<file path="config.mk">
export PLATFORM = sky130hd
export DESIGN_NAME = double_ended_queue_core
export DESIGN_NICKNAME = d
export VERILOG_FILES = /design/src/dq_pkg.sv /design/src/dq_ram.sv /design/src/dq_ctrl.sv /design/src/dq_datapath.sv /design/src/double_ended_queue_core.sv
export VERILOG_INCLUDE_DIRS = /design/src /design/src/src
export SDC_FILE = /design/constraint.sdc
export NUM_CORES = 1
export LEC_CHECK = 0
export ABC_AREA = 1
export BUFFER_PORTS_ARGS = -buffer_cell sky130_fd_sc_hd__buf_2
export CAP_MARGIN = 20
export CORE_MARGIN = 2
export CORE_UTILIZATION = 30
export CTS_CLUSTER_SIZE = 30
export DETAILED_ROUTE_END_ITERATION = 8
export PLACE_DENSITY_LB_ADDON = 0.25
export SYNTH_ARGS = -nofsm -noshare
export SYNTH_HDL_FRONTEND = slang
export SYNTH_SLANG_ARGS = --single-unit
</file>
<file path="constraint.sdc">
create_clock -name clk_i -period 4.7 [get_ports clk_i]
set_clock_uncertainty 0.1 [all_clocks]
set_input_delay 0.705 -clock clk_i [delete_from_list [all_inputs] [get_ports clk_i]]
set_output_delay 0.705 -clock clk_i [all_outputs]
set_load 0.1 [all_outputs]
</file>
<file path="src/double_ended_queue_core_defines.svh">
// ----------------------------------------------------------------------------
// Double-ended queue core: assertion macros
// Shared concurrent assertion forms, clocked on clk_i, quiet during reset.
// ----------------------------------------------------------------------------
`ifndef DOUBLE_ENDED_QUEUE_CORE_DEFINES_SVH
`define DOUBLE_ENDED_QUEUE_CORE_DEFINES_SVH

// check a property at every clock edge outside reset
`define DQ_ASSERT(label, prop, msg) \
  label: assert property (@(posedge clk_i) disable iff (!rst_ni) (prop)) else $error(msg);

// check that a condition in one cycle implies another in the next
`define DQ_ASSERT_NEXT(label, ante, cons, msg) \
  label: assert property (@(posedge clk_i) disable iff (!rst_ni) (ante) |=> (cons)) else $error(msg);

`endif

</file>
<file path="src/dq_pkg.sv">
// ----------------------------------------------------------------------------
// Double-ended queue package
// Sizes, operation and status codes, controller states, control structs.
// ----------------------------------------------------------------------------
package dq_pkg;

  localparam int DEPTH         = 16;
  localparam int PTR_W         = $clog2(DEPTH);
  localparam int CNT_W         = $clog2(DEPTH + 1);
  localparam int OP_W          = 3;
  localparam int VALUE_W       = 32;
  localparam int STATUS_W      = 2;
  localparam int ENTRY_COUNT_W = 5;
  localparam int S_TDATA_W     = 32;
  localparam int S_TUSER_W     = 3;
  localparam int M_TDATA_W     = 40;
  localparam int M_TUSER_W     = 2;

  typedef enum logic [OP_W-1:0] {
    OP_PUSH_FRONT = 3'd0,
    OP_PUSH_BACK  = 3'd1,
    OP_POP_FRONT  = 3'd2,
    OP_POP_BACK   = 3'd3,
    OP_CLEAR      = 3'd4
  } op_e;

  typedef enum logic [STATUS_W-1:0] {
    STATUS_OK    = 2'd0,
    STATUS_EMPTY = 2'd1,
    STATUS_FULL  = 2'd2
  } status_e;

  typedef enum logic [1:0] {
    S_IDLE,
    S_EXEC,
    S_READ,
    S_EMIT
  } state_e;

  typedef struct packed {
    logic latch_in;
    logic exec;
    logic capture_pop;
    logic load_out;
  } dq_cmd_t;

  typedef struct packed {
    logic pop_read;
    logic out_free;
  } dq_stat_t;

  function automatic logic [PTR_W-1:0] ptr_inc(input logic [PTR_W-1:0] p);
    if (p == PTR_W'(DEPTH - 1)) begin
      return '0;
    end
    return p + PTR_W'(1);
  endfunction

  function automatic logic [PTR_W-1:0] ptr_dec(input logic [PTR_W-1:0] p);
    if (p == '0) begin
      return PTR_W'(DEPTH - 1);
    end
    return p - PTR_W'(1);
  endfunction

  function automatic logic [ENTRY_COUNT_W-1:0] count_field(input logic [CNT_W-1:0] c);
    logic [CNT_W+ENTRY_COUNT_W-1:0] wide;
    wide = {{ENTRY_COUNT_W{1'b0}}, c};
    return wide[ENTRY_COUNT_W-1:0];
  endfunction

endpackage

</file>
<file path="src/dq_ram.sv">
// ----------------------------------------------------------------------------
// Generic RAM
// One write port, one read port, registered read data.
// ----------------------------------------------------------------------------
module dq_ram #(
  parameter int Width = 32,
  parameter int Depth = 16
) (
  input  logic                     clk_i,
  input  logic                     wr_en_i,
  input  logic [$clog2(Depth)-1:0] wr_addr_i,
  input  logic [Width-1:0]         wr_data_i,
  input  logic                     rd_en_i,
  input  logic [$clog2(Depth)-1:0] rd_addr_i,
  output logic [Width-1:0]         rd_data_o
);

  logic [Width-1:0] mem_q [Depth];
  logic [Width-1:0] rd_data_q;

  always_ff @(posedge clk_i) begin
    if (wr_en_i) begin
      mem_q[wr_addr_i] <= wr_data_i;
    end
    if (rd_en_i) begin
      rd_data_q <= mem_q[rd_addr_i];
    end
  end

  assign rd_data_o = rd_data_q;

endmodule

</file>
<file path="src/dq_ctrl.sv">
// ----------------------------------------------------------------------------
// Double-ended queue controller
// Sequences one request through execute, optional read and result hand-off.
// ----------------------------------------------------------------------------
module dq_ctrl (
  input  logic             clk_i,
  input  logic             rst_ni,
  input  logic             in_valid_i,
  output logic             in_ready_o,
  input  dq_pkg::dq_stat_t stat_i,
  output dq_pkg::dq_cmd_t  cmd_o
);

  dq_pkg::state_e state_q, state_d;

  always_ff @(posedge clk_i or negedge rst_ni) begin
    if (!rst_ni) begin
      state_q <= dq_pkg::S_IDLE;
    end else begin
      state_q <= state_d;
    end
  end

  always_comb begin
    state_d    = state_q;
    in_ready_o = 1'b0;
    cmd_o      = '0;
    case (state_q)
      dq_pkg::S_IDLE: begin
        in_ready_o = 1'b1;
        if (in_valid_i) begin
          cmd_o.latch_in = 1'b1;
          state_d        = dq_pkg::S_EXEC;
        end
      end
      dq_pkg::S_EXEC: begin
        cmd_o.exec = 1'b1;
        state_d    = stat_i.pop_read ? dq_pkg::S_READ : dq_pkg::S_EMIT;
      end
      dq_pkg::S_READ: begin
        cmd_o.capture_pop = 1'b1;
        state_d           = dq_pkg::S_EMIT;
      end
      dq_pkg::S_EMIT: begin
        if (stat_i.out_free) begin
          cmd_o.load_out = 1'b1;
          state_d        = dq_pkg::S_IDLE;
        end
      end
      default: begin
        state_d = dq_pkg::S_IDLE;
      end
    endcase
  end

endmodule

</file>
<file path="src/dq_datapath.sv">
// ----------------------------------------------------------------------------
// Double-ended queue datapath
// Entry store, front and back positions, count, result and output registers.
// ----------------------------------------------------------------------------
module dq_datapath (
  input  logic                           clk_i,
  input  logic                           rst_ni,
  input  dq_pkg::dq_cmd_t                cmd_i,
  output dq_pkg::dq_stat_t               stat_o,
  input  logic [dq_pkg::OP_W-1:0]        op_i,
  input  logic [dq_pkg::VALUE_W-1:0]     value_i,
  input  logic                           out_ready_i,
  output logic                           out_valid_o,
  output logic [dq_pkg::STATUS_W-1:0]    out_status_o,
  output logic [dq_pkg::VALUE_W-1:0]     out_popped_o,
  output logic [dq_pkg::ENTRY_COUNT_W-1:0] out_count_o
);

  logic [dq_pkg::OP_W-1:0]    op_q;
  logic [dq_pkg::VALUE_W-1:0] val_q;
  logic [dq_pkg::PTR_W-1:0]   front_q, front_d;
  logic [dq_pkg::PTR_W-1:0]   back_q, back_d;
  logic [dq_pkg::CNT_W-1:0]   count_q, count_d;
  dq_pkg::status_e            status_d;
  logic                       pop_read;
  logic                       wr_en;
  logic [dq_pkg::PTR_W-1:0]   wr_addr;
  logic                       rd_en;
  logic [dq_pkg::PTR_W-1:0]   rd_addr;
  logic [dq_pkg::VALUE_W-1:0] rd_data;
  logic                       full;
  logic                       empty;

  logic [dq_pkg::STATUS_W-1:0]      res_status_q;
  logic [dq_pkg::VALUE_W-1:0]       res_pop_q;
  logic [dq_pkg::CNT_W-1:0]         res_count_q;
  logic                             out_valid_q, out_valid_d;
  logic [dq_pkg::STATUS_W-1:0]      out_status_q;
  logic [dq_pkg::VALUE_W-1:0]       out_popped_q;
  logic [dq_pkg::ENTRY_COUNT_W-1:0] out_count_q;

  assign full  = (count_q == dq_pkg::CNT_W'(dq_pkg::DEPTH));
  assign empty = (count_q == '0);

  always_comb begin
    front_d  = front_q;
    back_d   = back_q;
    count_d  = count_q;
    status_d = dq_pkg::STATUS_OK;
    pop_read = 1'b0;
    wr_en    = 1'b0;
    wr_addr  = back_q;
    rd_addr  = front_q;
    case (dq_pkg::op_e'(op_q))
      dq_pkg::OP_PUSH_FRONT: begin
        if (full) begin
          status_d = dq_pkg::STATUS_FULL;
        end else begin
          front_d = dq_pkg::ptr_dec(front_q);
          wr_en   = 1'b1;
          wr_addr = dq_pkg::ptr_dec(front_q);
          count_d = count_q + dq_pkg::CNT_W'(1);
        end
      end
      dq_pkg::OP_PUSH_BACK: begin
        if (full) begin
          status_d = dq_pkg::STATUS_FULL;
        end else begin
          wr_en   = 1'b1;
          wr_addr = back_q;
          back_d  = dq_pkg::ptr_inc(back_q);
          count_d = count_q + dq_pkg::CNT_W'(1);
        end
      end
      dq_pkg::OP_POP_FRONT: begin
        if (empty) begin
          status_d = dq_pkg::STATUS_EMPTY;
        end else begin
          pop_read = 1'b1;
          rd_addr  = front_q;
          front_d  = dq_pkg::ptr_inc(front_q);
          count_d  = count_q - dq_pkg::CNT_W'(1);
        end
      end
      dq_pkg::OP_POP_BACK: begin
        if (empty) begin
          status_d = dq_pkg::STATUS_EMPTY;
        end else begin
          pop_read = 1'b1;
          rd_addr  = dq_pkg::ptr_dec(back_q);
          back_d   = dq_pkg::ptr_dec(back_q);
          count_d  = count_q - dq_pkg::CNT_W'(1);
        end
      end
      dq_pkg::OP_CLEAR: begin
        front_d = '0;
        back_d  = '0;
        count_d = '0;
      end
      default: begin
      end
    endcase
  end

  assign rd_en = cmd_i.exec & pop_read;

  dq_ram #(
    .Width (dq_pkg::VALUE_W),
    .Depth (dq_pkg::DEPTH)
  ) u_entry_store (
    .clk_i     (clk_i),
    .wr_en_i   (cmd_i.exec & wr_en),
    .wr_addr_i (wr_addr),
    .wr_data_i (val_q),
    .rd_en_i   (rd_en),
    .rd_addr_i (rd_addr),
    .rd_data_o (rd_data)
  );

  always_ff @(posedge clk_i or negedge rst_ni) begin
    if (!rst_ni) begin
      front_q     <= '0;
      back_q      <= '0;
      count_q     <= '0;
      out_valid_q <= 1'b0;
    end else begin
      if (cmd_i.exec) begin
        front_q <= front_d;
        back_q  <= back_d;
        count_q <= count_d;
      end
      out_valid_q <= out_valid_d;
    end
  end

  always_ff @(posedge clk_i) begin
    if (cmd_i.latch_in) begin
      op_q  <= op_i;
      val_q <= value_i;
    end
    if (cmd_i.exec) begin
      res_status_q <= status_d;
      res_count_q  <= count_d;
      res_pop_q    <= '0;
    end
    if (cmd_i.capture_pop) begin
      res_pop_q <= rd_data;
    end
    if (cmd_i.load_out) begin
      out_status_q <= res_status_q;
      out_popped_q <= res_pop_q;
      out_count_q  <= dq_pkg::count_field(res_count_q);
    end
  end

  always_comb begin
    out_valid_d = out_valid_q;
    if (cmd_i.load_out) begin
      out_valid_d = 1'b1;
    end else if (out_ready_i) begin
      out_valid_d = 1'b0;
    end
  end

  assign stat_o.pop_read = pop_read;
  assign stat_o.out_free = ~out_valid_q | out_ready_i;

  assign out_valid_o  = out_valid_q;
  assign out_status_o = out_status_q;
  assign out_popped_o = out_popped_q;
  assign out_count_o  = out_count_q;

endmodule

</file>
<file path="src/double_ended_queue_core.sv">
// ----------------------------------------------------------------------------
// Double-ended queue core
// Bounded deque of signed 32-bit values: push and pop at either end, clear.
//
//   Channel  Dir  tdata (low bit up)                          tuser
//   s_axis   in   push_value[31:0]                            operation[2:0]
//   m_axis   out  popped_value[31:0], entry_count[36:32], 0   status[1:0]
//
// A request without a store read (push, clear, refused pop, unused code)
// steps through accept, execute and load output. A pop that reads the store
// adds a read step for the registered read, between execute and load output.
// One request is in flight at a time; the next is taken once the result
// sits in the output register, even while m_axis stalls it. Hold in emit while
// that register is full and m_axis_tready is low.
// Reset is asynchronous; positions and count clear at once, the store does not.
// ----------------------------------------------------------------------------
`include "double_ended_queue_core_defines.svh"

module double_ended_queue_core (
  input  logic                           clk_i,
  input  logic                           rst_ni,
  input  logic                           s_axis_tvalid,
  output logic                           s_axis_tready,
  input  logic [dq_pkg::S_TDATA_W-1:0]   s_axis_tdata,  // push_value
  input  logic [dq_pkg::S_TUSER_W-1:0]   s_axis_tuser,  // operation
  output logic                           m_axis_tvalid,
  input  logic                           m_axis_tready,
  output logic [dq_pkg::M_TDATA_W-1:0]   m_axis_tdata,  // popped_value, entry_count, pad
  output logic [dq_pkg::M_TUSER_W-1:0]   m_axis_tuser   // status
);

  dq_pkg::dq_cmd_t                  cmd;
  dq_pkg::dq_stat_t                 stat;
  logic [dq_pkg::STATUS_W-1:0]      out_status;
  logic [dq_pkg::VALUE_W-1:0]       out_popped;
  logic [dq_pkg::ENTRY_COUNT_W-1:0] out_count;
  logic                             count_in_range;
  logic                             full_at_depth;
  logic                             empty_clean;

  dq_ctrl u_ctrl (
    .clk_i      (clk_i),
    .rst_ni     (rst_ni),
    .in_valid_i (s_axis_tvalid),
    .in_ready_o (s_axis_tready),
    .stat_i     (stat),
    .cmd_o      (cmd)
  );

  dq_datapath u_datapath (
    .clk_i        (clk_i),
    .rst_ni       (rst_ni),
    .cmd_i        (cmd),
    .stat_o       (stat),
    .op_i         (s_axis_tuser),
    .value_i      (s_axis_tdata),
    .out_ready_i  (m_axis_tready),
    .out_valid_o  (m_axis_tvalid),
    .out_status_o (out_status),
    .out_popped_o (out_popped),
    .out_count_o  (out_count)
  );

  assign m_axis_tdata = {{(dq_pkg::M_TDATA_W - dq_pkg::VALUE_W - dq_pkg::ENTRY_COUNT_W){1'b0}},
                         out_count, out_popped};
  assign m_axis_tuser = out_status;

  assign count_in_range = (out_count <= dq_pkg::ENTRY_COUNT_W'(dq_pkg::DEPTH));
  assign full_at_depth  = (out_status != dq_pkg::STATUS_FULL) ||
                          (out_count == dq_pkg::ENTRY_COUNT_W'(dq_pkg::DEPTH));
  assign empty_clean    = (out_status != dq_pkg::STATUS_EMPTY) ||
                          ((out_popped == '0) && (out_count == '0));

  `DQ_ASSERT(a_count_bounded, !m_axis_tvalid || count_in_range, "entry count above depth")
  `DQ_ASSERT(a_full_count, !m_axis_tvalid || full_at_depth, "full status with queue not full")
  `DQ_ASSERT(a_empty_pop_zero, !m_axis_tvalid || empty_clean, "empty status with data or count")
  `DQ_ASSERT_NEXT(a_one_in_flight, s_axis_tvalid && s_axis_tready, !s_axis_tready, "request taken while another in flight")

endmodule

</file>
---- Yosys cells after proc, flatten, opt, wreduce, memory -nomap -nowiden ----
Memory sizes are Yosys's and may differ from the RTL's. A register that Yosys moved wholly into a read port is not among the register bits.
Index checks and enable logic that the tools add are counted.
word-level totals
  register bits ........................... 129
  RAM bits ................................ 512
  input port bits ......................... 39
  output and inout port bits .............. 44
  memories ................................ 1
operators by class
  $add $sub $neg .......................... 6
  eq/ne operators ......................... 16
  multiplexer cells ....................... 57
  bitwise logic cells ..................... 4
  reduce and logical (&&, ||, !) cells .... 14
memories
  memory                          words  width  rd ports  clocked after memory_dff  wr ports  RTL line      source
  u_datapath.u_entry_store.mem_q  16     32     1         1                         1         dq_ram.sv:18  logic [Width-1:0] mem_q [Depth];
operators by type and width
  operator               number
  $mux W32               2
  $mux W4                16
  $mux W1                29
  $pmux W4 S3            2
  $pmux W5 S3            1
  $ne A2 B2 Y1 const B   6
  $mux W5                2
  $add A4 B1 Y4 const B  2
  $eq A4 B4 Y1 const B   2
  $logic_not A4 Y1       2
  $pmux W2 S4            1
  $reduce_and A4 Y1      2
  $sub A4 B1 Y4 const B  2
  $eq A3 B2 Y1 const B   2
  $mux W2                3
  $reduce_bool A3 Y1     2
  $add A5 B1 Y5 const B  1
  $eq A5 B5 Y1 const B   1
  $logic_not A5 Y1       1
  $sub A5 B1 Y5 const B  1
  $eq A2 B2 Y1 const B   2
  $pmux W2 S2            1
  $reduce_bool A2 Y1     2
  $reduce_or A2 Y1       2
  other kinds (9)        10

---- Depth between registers and ports, before layout ----
Gate-level depths: netlist (run 1).
  depth in word-level cells ............... 7
  depth in mapped cells ................... 14
  depth with buffers taken out ............ 12

---- Modules after synthesis ----
A second synthesis (run 1) with hierarchy kept.
second synthesis, totals
  cell total of the unflattened synthesis .. 2563
  area, all modules ....................... 28393.5 um^2
by module, submodules not included
  module                   instances  cells an instance  area an instance (um^2)
  dq_ram                   1          2120               23058.4
  dq_datapath              1          410                5108.6
  dq_ctrl                  1          29                 200.2
  double_ended_queue_core  1          4                  26.3

---- Worst setup path after synthesis (run 1) ----
Ideal clock, no wire load.
  path kind ............................... register to register
  from .................................... reg u_datapath.count_q[0] in the netlist's numbering
  to ...................................... mem u_datapath.u_entry_store.mem_q[0][0], enable pin
  library setup time ...................... 421 ps
  arrival ................................. 2960 ps
  required time ........................... 4179 ps
  slack ................................... 1219 ps
  stages on the path, launching flop included .. 10
  path buffers ............................ 0
  clock period less this slack ............ 3481 ps
  cell sequence ........................... dfrtp_1 -> inv_1 -> ha_1 -> nand2_1 -> nor2_1 -> nand2_1 -> nand2_1 -> o21ai_0 -> nand3_1 -> nor2_1
between the ends
  longest elaborated chain between the ends .. 6
  elaborated cells on any way between the ends .. 8
  classes of those cells .................. eq/ne: 1; mux: 6; bitwise: 1
ends and longest elaborated chain
  item                           RTL line                              source
  start: declaration             dq_datapath.sv:23                     logic [dq_pkg::CNT_W-1:0] count_q, count_d;
  start signal: assignment       dq_datapath.sv:130                    count_q <= count_d;
  $eq A5 B5 Y1 (*)               dq_datapath.sv:42                     assign full = (count_q == dq_pkg::CNT_W'(dq_pkg::DEPTH));
  $mux W1                        dq_datapath.sv:56, dq_datapath.sv:66
  $mux W1                        --
  $and A1 B1 Y1                  dq_datapath.sv:112                    .wr_en_i (cmd_i.exec & wr_en),
  $mux W1                        dq_ram.sv:22                          if (wr_en_i) begin
  $mux W1 (not written as such)  dq_ram.sv:23                          mem_q[wr_addr_i] <= wr_data_i;
  end: declaration               dq_ram.sv:18
Every way passes the cells marked *; elsewhere a longest branch is shown, timed or not.

---- Final worst setup path (run 1) ----
  from .................................... reg u_datapath.count_q[1] in the netlist's numbering
  to ...................................... mem u_datapath.u_entry_store.mem_q[3][22], enable pin
The elaborated chain is that of the path after synthesis.

==> results summary, run 1 <==
The initial antenna violation count came out at 2. The number of clock buffers added by TritonCTS is 75. The routed via count came out at 17810. The critical path is of the reg -> reg type. The post-placement cell count came out at approximately 3600. The most used flip-flop cell after synthesis is sky130_fd_sc_hd__edfxtp_1. After routing, the total negative slack on setup checks comes to 0 ps. The synthesized design contains 673 register bits.

The start of the worst register-to-register path is u_datapath.count_q[1]. The setup slack of the most critical reg-to-reg path is 1110 ps. The max-slew violation count is 0. The count of buffers added on input and output ports is a little under 80. The remaining max-slew budget at the tightest pin came out at between 30 and 40%. The clock tree from TritonCTS is built.

The vertical die dimension is 310.1 um. The congestion estimate from routability-driven global placement came to 0.7979. The worst setup path is launched from a flop.

For the worst-skew pair, the clock arrives at the later sink with an insertion delay of 610 ps. The number of cells produced by synthesis came out at roughly 2400. The worst-case vdd ir drop came out at 443.9 uV. The number of antenna diodes in the final layout is 0. The highest achievable clock rate is ~280 MHz.

Using the TritonRoute via totals, the vias-per-cell ratio works out to 4.736. The worst-case hold slack is 171.6 ps. In this run the worst path has a maximum fanout of 21. The static leakage came out at roughly 12 nW.

The final count of negative-setup-slack endpoints is 0. The fraction of layout instances using a drive strength above 1 came out at 10.61%. The wire length of the first global-routing pass came out at 109.4 mm. After synthesis, the most frequently instantiated cells are sky130_fd_sc_hd__edfxtp_1, sky130_fd_sc_hd__nand2_1, sky130_fd_sc_hd__nand3_1. The start point of the critical path is u_datapath.count_q[1]. The summed instance area of the synthesized netlist came out at around 28000 um2. The final clock period utilization by the worst path is 76.47%. The number of nets with antenna violations after detailed routing came out at 0. The endpoint of the lowest-slack register-to-register path is u_datapath.u_entry_store.mem_q[3][22].

The power per cell area is ~630 nW/um2. Once layout is complete, the cells apart from fillers number 3761. The maximum number of pins on one net before global-route repair is between 150 and 200. The share of synthesized area occupied by flip-flops and latches came out at 71.62%. The post-detailed-routing wire length came out at 72.04 mm.

The number of distinct library cells after synthesis came out at 35. The number of global-route vias before repair came out at ~18000. The data required time of the worst path is around 4900 ps. The signed area change from the synthesized netlist to the final layout is 14.96%.

The slew at the pin with the worst max-slew slack came out at 994.3 ps. The final-stage net count is 2499. The total half-perimeter wirelength after legalization and detailed placement came out at 39.90 mm. The end point of the worst hold path is u_datapath.val_q[15]. CTS built an H-tree with a depth of 3. The kind of path behind the tightest hold check is in -> reg. The number of placement rows came out at 112. STA classifies the critical path endpoint as a flop. The startpoint identified for the worst hold timing path is s_axis_tdata[15]. The final count of hold timing violations came out at 0. The remaining global-route overflow is 0.

The flow ran to the end, and the final reports show no timing, DRC or antenna violations. The clock input transition at the sequential cells of the worst setup and hold paths is 60 ps. The die is 310.1 um wide. The biggest area contributor in the post-synthesis netlist is sky130_fd_sc_hd__edfxtp_1. The deepest clock path buffer count came out at 3.

The clock drives ~670 sinks. Yosys instantiated no cell more often than sky130_fd_sc_hd__edfxtp_1. The number of optimization iterations in the first detailed-route pass is 7.

The top cell type's share of synthesized area is approximately 70%. The boundary pin count is 83. By area the synthesized netlist is led by sky130_fd_sc_hd__edfxtp_1, sky130_fd_sc_hd__nand3_1, sky130_fd_sc_hd__nand2_1, sky130_fd_sc_hd__inv_1, sky130_fd_sc_hd__nand3b_1. Along the worst hold path, the cell count comes to 1.

The completed layout was analyzed and its total power is 0.02020 W. The total of warnings raised by yosys came out at 0. After detailed routing, the average wire length per cell comes to 19.15 um.

The die covers 96150 um2. At the end of the flow the core is filled with cells to 34.72%. The number of cells on the worst reg-to-reg path is 11. The shortest clock period the worst path allows after layout came out at 3594 ps. Setup repair after global routing left no endpoint under its margin. The first routing iteration left 1497 violations. In this run, synthesis inferred 657 flip-flops with an integrated enable.

The total routing usage reported by global routing is 14.99%. The root buffer cell chosen for the clock tree is sky130_fd_sc_hd__clkbuf_16. The effective utilization at floorplan is 30.20%.

Across the run, the number of max-cap violations was 0. For the worst setup path, the data arrival time is 3800 ps. The core region is 93050 um2. The average instance in the mapped netlist occupies 11.79 um2. The fraction of registers with async set or reset after synthesis came out at 2.377%. The post-route DRC violation count is 0.
metal layers:
layer	track usage (%)	up-vias	wire, um
met2	24.64	547	33810
li1	-	8331	-
met1	19.83	8794	31570
met5	0	-	27
met4	5.202	4	2068
met3	2.840	136	4563
metrics by stage:
stage / setup WS, ps / instance area, um2
floorplan: 1219 / 28110
global placement: 1119 / 29940
detailed placement: 1064 / 29940
CTS: 1062 / 32310
global route: 799.1 / 32310
finish: 1106 / 32310
worst max-delay path: stages, from the launching register on:
cell                      delay [ps]
sky130_fd_sc_hd__dfrtp_1         400
sky130_fd_sc_hd__inv_1           140
sky130_fd_sc_hd__ha_1            290
sky130_fd_sc_hd__nand2_1         100
sky130_fd_sc_hd__nor2_1           90
sky130_fd_sc_hd__nand2_1         160
sky130_fd_sc_hd__nand2_1         220
sky130_fd_sc_hd__o21ai_0         180
sky130_fd_sc_hd__inv_1           120
sky130_fd_sc_hd__nand3_1         320
sky130_fd_sc_hd__nor2_4          860
sky130_fd_sc_hd__buf_4           310
state kept, by name, indices dropped and copies added, names as in the netlist:
| signal | cells |
|---|---|
| u_datapath.count_q | 5 |
| u_datapath.op_q | 3 |
| u_datapath.out_status_o | 2 |
| u_datapath.res_pop_q | 32 |
| u_datapath.back_q | 4 |
| u_datapath.out_valid_o | 1 |
| u_datapath.res_count_q | 5 |
| u_datapath.u_entry_store.mem_q | 512 |
| u_ctrl.state_q | 2 |
| u_datapath.out_popped_o | 32 |
| u_datapath.front_q | 4 |
| u_datapath.u_entry_store.rd_data_o | 32 |
| u_datapath.out_count_o | 5 |
| u_datapath.val_q | 32 |
| u_datapath.res_status_q | 2 |
cell usage in the layout (no fill, tap or decap), types with 2 or more instances in the layout:
cell type and n:
sky130_fd_sc_hd__clkinv_2 12, sky130_fd_sc_hd__nand2_1 627, sky130_fd_sc_hd__dfrtp_1 16, sky130_fd_sc_hd__clkbuf_1 19
sky130_fd_sc_hd__nand3b_1 97, sky130_fd_sc_hd__nor3_2 2, sky130_fd_sc_hd__nand3_1 494, sky130_fd_sc_hd__o21ai_4 2
sky130_fd_sc_hd__buf_2 79, sky130_fd_sc_hd__clkbuf_16 79, sky130_fd_sc_hd__xor2_1 6, sky130_fd_sc_hd__nand3_4 2
sky130_fd_sc_hd__inv_6 3, sky130_fd_sc_hd__clkinv_1 14, sky130_fd_sc_hd__bufinv_16 5, sky130_fd_sc_hd__o211ai_1 4
sky130_fd_sc_hd__conb_1 3, sky130_fd_sc_hd__a21oi_1 8, sky130_fd_sc_hd__nor3_1 4, sky130_fd_sc_hd__xnor2_1 2
sky130_fd_sc_hd__nand2_4 2, sky130_fd_sc_hd__clkbuf_8 2, sky130_fd_sc_hd__nand2_8 2, sky130_fd_sc_hd__nor2_4 18
sky130_fd_sc_hd__inv_1 228, sky130_fd_sc_hd__o21ai_0 24, sky130_fd_sc_hd__buf_12 7, sky130_fd_sc_hd__edfxtp_1 657
sky130_fd_sc_hd__nor2_1 18, sky130_fd_sc_hd__o22ai_1 5, sky130_fd_sc_hd__ha_1 10, sky130_fd_sc_hd__inv_2 3
sky130_fd_sc_hd__buf_4 42
kinds of logic (layout without fill, tap and decap cells):
family | count (synthesis) | in the layout | share of synthesized area, %
AO/OA/AOI/OAI | 48 | 48 | 0.9839
AND/OR/NAND/NOR | 1270 | 1270 | 20.81
XOR/XNOR | 8 | 8 | 0.2493
buffers and inverters | 373 | 495 | 5.877
adder cells (fa/ha/maj) | 10 | 10 | 0.4452
flip-flops | 673 | 673 | 71.62
other | 1 | 3 | 0.01334
how the worst max path moves through the flow:
stage	endpoint	slack, ps	cells after the start
after floorplan	u_datapath.u_entry_store.mem_q[0][0]	1220	9
after global placement	u_datapath.u_entry_store.mem_q[3][29]	1120	7
after detailed placement	u_datapath.u_entry_store.mem_q[3][22]	1060	7
after CTS	u_datapath.u_entry_store.mem_q[3][22]	1060	7
after global routing	u_datapath.u_entry_store.mem_q[3][22]	800	10
final	u_datapath.u_entry_store.mem_q[3][22]	1110	11
power breakdown:
group | switching (W) | internal, W
clock | 0.00232 | 0.00337
combinational | 0.00494 | 0.00163
sequential | 0.000398 | 0.00754
area by class of cell:
type	instances	area, um2
fill	9210	60740
clock inverter	34	289.0
clock buffer	100	2076
sequential	673	20130
timing repair buffer	129	860.8
multi-input combinational	1339	6510
tap	1254	1569
inverter	232	875.8
timing repair:
item                                   in CTS  in global routing
setup endpoints to repair                   0                  0
setup buffers                               0                  0
hold buffers                                1                  0
endpoints found under the hold margin      16                  0
resized for setup                           0                  0
Note: power is estimated with default switching activity, not from simulation.
==> inputs of run 2 (changes only) <==
==> constraint.sdc (replaced) <==
create_clock -name clk_i -period 3.21 [get_ports clk_i]
set_clock_uncertainty 0.1 [all_clocks]
set_input_delay 0.4815 -clock clk_i [delete_from_list [all_inputs] [get_ports clk_i]]
set_output_delay 0.4815 -clock clk_i [all_outputs]
set_load 0.1 [all_outputs]
==> results summary, run 2 (synthesis results as in run 1) <==
Status: complete, no violations (unchanged). The remaining global-route overflow came out at 0 (unchanged). The kind of path behind the tightest hold check was in -> reg (unchanged). The data arrival time of the critical path is 3160 ps (was 3800 ps).

The static leakage came out at 12.69 nW (was 12.39 nW). The gate family responsible for the most delay along the worst path was simple AND/OR/NAND/NOR gates (unchanged). The final worst setup slack is 223.1 ps (was 1106 ps). The die extent in x came out at 310.1 um (unchanged). The wire length of the first global-routing pass came out at 107.7 mm (was 109.4 mm). Crit-path cells: inv_1 -> ha_1 -> nand2_1 -> nor2_1 -> nand2_1 -> nand2_1 -> o21ai_0 -> nand3_1 -> buf_4 -> nor2_4 -> buf_12 (was inv_1 -> ha_1 -> nand2_1 -> nor2_1 -> nand2_1 -> nand2_1 -> o21ai_0 -> inv_1 -> nand3_1 -> nor2_4 -> buf_4). The total routing usage reported by global routing came out at 14.84% (was 14.99%). The core outline area came out at 93050 um2 (unchanged).

The power per cell area is 906.6 nW/um2 (was 625.1 nW/um2). The mean number of vias per cell came out at 4.673 (was 4.736). The number of port buffers came out at 79 (unchanged).

The number of setup buffers added after CTS came out at 0 (unchanged). The shortest clock period the worst path allows after layout came out at 2987 ps (was 3594 ps). The latest clock arrival within the worst-skew pair is 620 ps (was 610 ps). The final design area excluding fillers is 33100 um2 (was 32310 um2). Highest-count cells in the layout ignoring fill and taps: sky130_fd_sc_hd__edfxtp_1, sky130_fd_sc_hd__nand2_1, sky130_fd_sc_hd__nand3_1, sky130_fd_sc_hd__inv_1, sky130_fd_sc_hd__nand3b_1 (unchanged).

The largest stage delay on the critical path is 420 ps (was 860 ps). The clock input transition at the sequential cells of the worst setup and hold paths was 60 ps (about the same). The setup slack after placement came out at 201.9 ps (was 1064 ps).

The max-slew violation count is 0 (unchanged). The post-detailed-routing wire length came to 71.06 mm (was 72.04 mm). The maximum number of pins on one net before global-route repair was 102 (was 161).

The cell with the most instances on the worst path is sky130_fd_sc_hd__nand2_1 (unchanged). The initial antenna violation count came out at 0 (was 2). The CTS buffer count came out at 76 (was 75). The clock root buffer is sky130_fd_sc_hd__clkbuf_16 (unchanged). The fraction of layout instances using a drive strength above 1 is 10.85% (was 10.61%).

The number of H-tree branching levels was 3 (unchanged). The slew at the pin with the worst max-slew slack came out at 826.7 ps (was 994.3 ps). Setup repair after global routing missed its margin: no (unchanged). The worst-case hold slack came out at 63.00 ps (was 171.6 ps).

The deepest clock path buffer count came to 3 (unchanged). The number of placement rows is 112 (unchanged). The highest fanout seen on the critical path came out at 32 (was 21).

The kind of end point of the critical path is a flop (unchanged). The critical path start-end classification is reg -> reg (unchanged). The post-placement cell count came out at 3633 (was 3626).

The number of optimization iterations in the first detailed-route pass is 5 (was 7). The number of standard cells in the layout, taps in and fillers out came to 3806 (was 3761). The cell area reported after detailed placement came out at 30310 um2 (was 29940 um2). The total number of clock tree sinks was 673 (unchanged). The register with the highest flop count is u_datapath.u_entry_store.mem_q (unchanged). The worst-case vdd ir drop is 689.3 uV (was 443.9 uV). The post-route DRC violation count was 0 (unchanged).

The remaining max-slew budget at the tightest pin is 44.68% (was 33.62%). The post-detailed-route wirelength per cell is 18.67 um (was 19.15 um). The area of the die came out at 96150 um2 (unchanged). The final clock period utilization by the worst path came out at 93.05% (was 76.47%). The max-capacitance violation count is 0 (unchanged). The data required time of the worst path was 3390 ps (was 4910 ps). The effective utilization at floorplan came to 30.20% (unchanged). The startpoint class of the critical path was a flop (unchanged).

The boundary pin count is 83 (unchanged). The final-stage net count came out at 2542 (was 2499). The most common cell after layout, fill and taps aside is sky130_fd_sc_hd__edfxtp_1 (unchanged). The total half-perimeter wirelength after legalization and detailed placement is 39.78 mm (was 39.90 mm). The clock tree from TritonCTS is built (unchanged). The signed area change from the synthesized netlist to the final layout is 17.77% (was 14.96%).

The number of buffers and inverters on the critical path came out at 3 (unchanged). The routed via count is 17790 (was 17810). The critical path's slowest cell was sky130_fd_sc_hd__dfrtp_1 (was sky130_fd_sc_hd__nor2_4).

The number of global-route vias before repair came out at 17480 (was 17970). The final count of hold timing violations came out at 0 (unchanged). The antenna diode instance count is 0 (unchanged). The routability congestion estimate is 0.7870 (was 0.7979). The number of DRC violations after detailed-routing iteration 0 is 1463 (was 1497). The flip-flop count of the largest register after layout is 512 (unchanged). The highest achievable clock rate came to 334.8 MHz (was 278.2 MHz). The number of nets with antenna violations after detailed routing came out at 0 (unchanged). The vertical die dimension came out at 310.1 um (unchanged). The final count of negative-setup-slack endpoints came out at 0 (unchanged).
-- run 2: stage by stage --
step                total power (W)  util (%)  TNS [ps]
detailed placement          0.02181     32.57         0
global placement            0.02168     32.57         0
finish                      0.03001     35.57         0
CTS                         0.03040     35.57         0
floorplan                   0.01886         -   -116520
global route                0.03175     35.57         0
-- run 2: layer usage --
layer,GRT usage [%],wire length (um),up-vias
li1,-,-,8426
met1,19.63,31570,8791
met2,24.83,34110,462
met3,2.166,3459,108
met4,5.292,1916,0
met5,0,0,-
-- run 2: worst reg2reg max path, cell delays in order, from the launching register on --
cell	delay [ps]
sky130_fd_sc_hd__dfrtp_1	420
sky130_fd_sc_hd__inv_1	100
sky130_fd_sc_hd__ha_1	270
sky130_fd_sc_hd__nand2_1	120
sky130_fd_sc_hd__nor2_1	40
sky130_fd_sc_hd__nand2_1	220
sky130_fd_sc_hd__nand2_1	210
sky130_fd_sc_hd__o21ai_0	400
sky130_fd_sc_hd__nand3_1	120
sky130_fd_sc_hd__buf_4	190
sky130_fd_sc_hd__nor2_4	130
sky130_fd_sc_hd__buf_12	280
-- run 2: worst paths after layout --
kind                                          from                                     to  slack (ps)  depth (start not counted)
setup / recovery             u_datapath.count_q[0]  u_datapath.u_entry_store.mem_q[14][8]         220                         11
max in group asynchronous                   rst_ni                  u_datapath.count_q[1]        2480                          2
min in group asynchronous                   rst_ni                   u_datapath.back_q[3]         230                          2
hold reg to reg            u_datapath.res_pop_q[5]             u_datapath.out_popped_o[5]         320                          0
hold / removal                       m_axis_tready                 u_datapath.out_valid_o          60                          4
setup reg to reg             u_datapath.count_q[0]  u_datapath.u_entry_store.mem_q[14][8]         220                         11
-- run 2: cell type report --
class | instances | area, um2
clock buffers | 98 | 2048
fillers | 9150 | 59950
clock inverters | 39 | 375.4
well taps | 1254 | 1569
multi-input cells | 1339 | 6515
inverters | 232 | 873.3
flip-flops and latches | 673 | 20130
repair buffers | 171 | 1589
-- run 2: report_power, final --
part	internal, W	switching (W)	total [W]
registers	0.0110	0.000575	0.0116
clock network	0.00500	0.00346	0.00846
logic	0.00263	0.00730	0.00993
total	0.0187	0.0113	0.0300
-- run 2: timing repair --
action	in CTS	in global routing
hold buffers	36	0
resized for setup	0	2
setup endpoints to repair	0	315
endpoints found under the hold margin	51	0
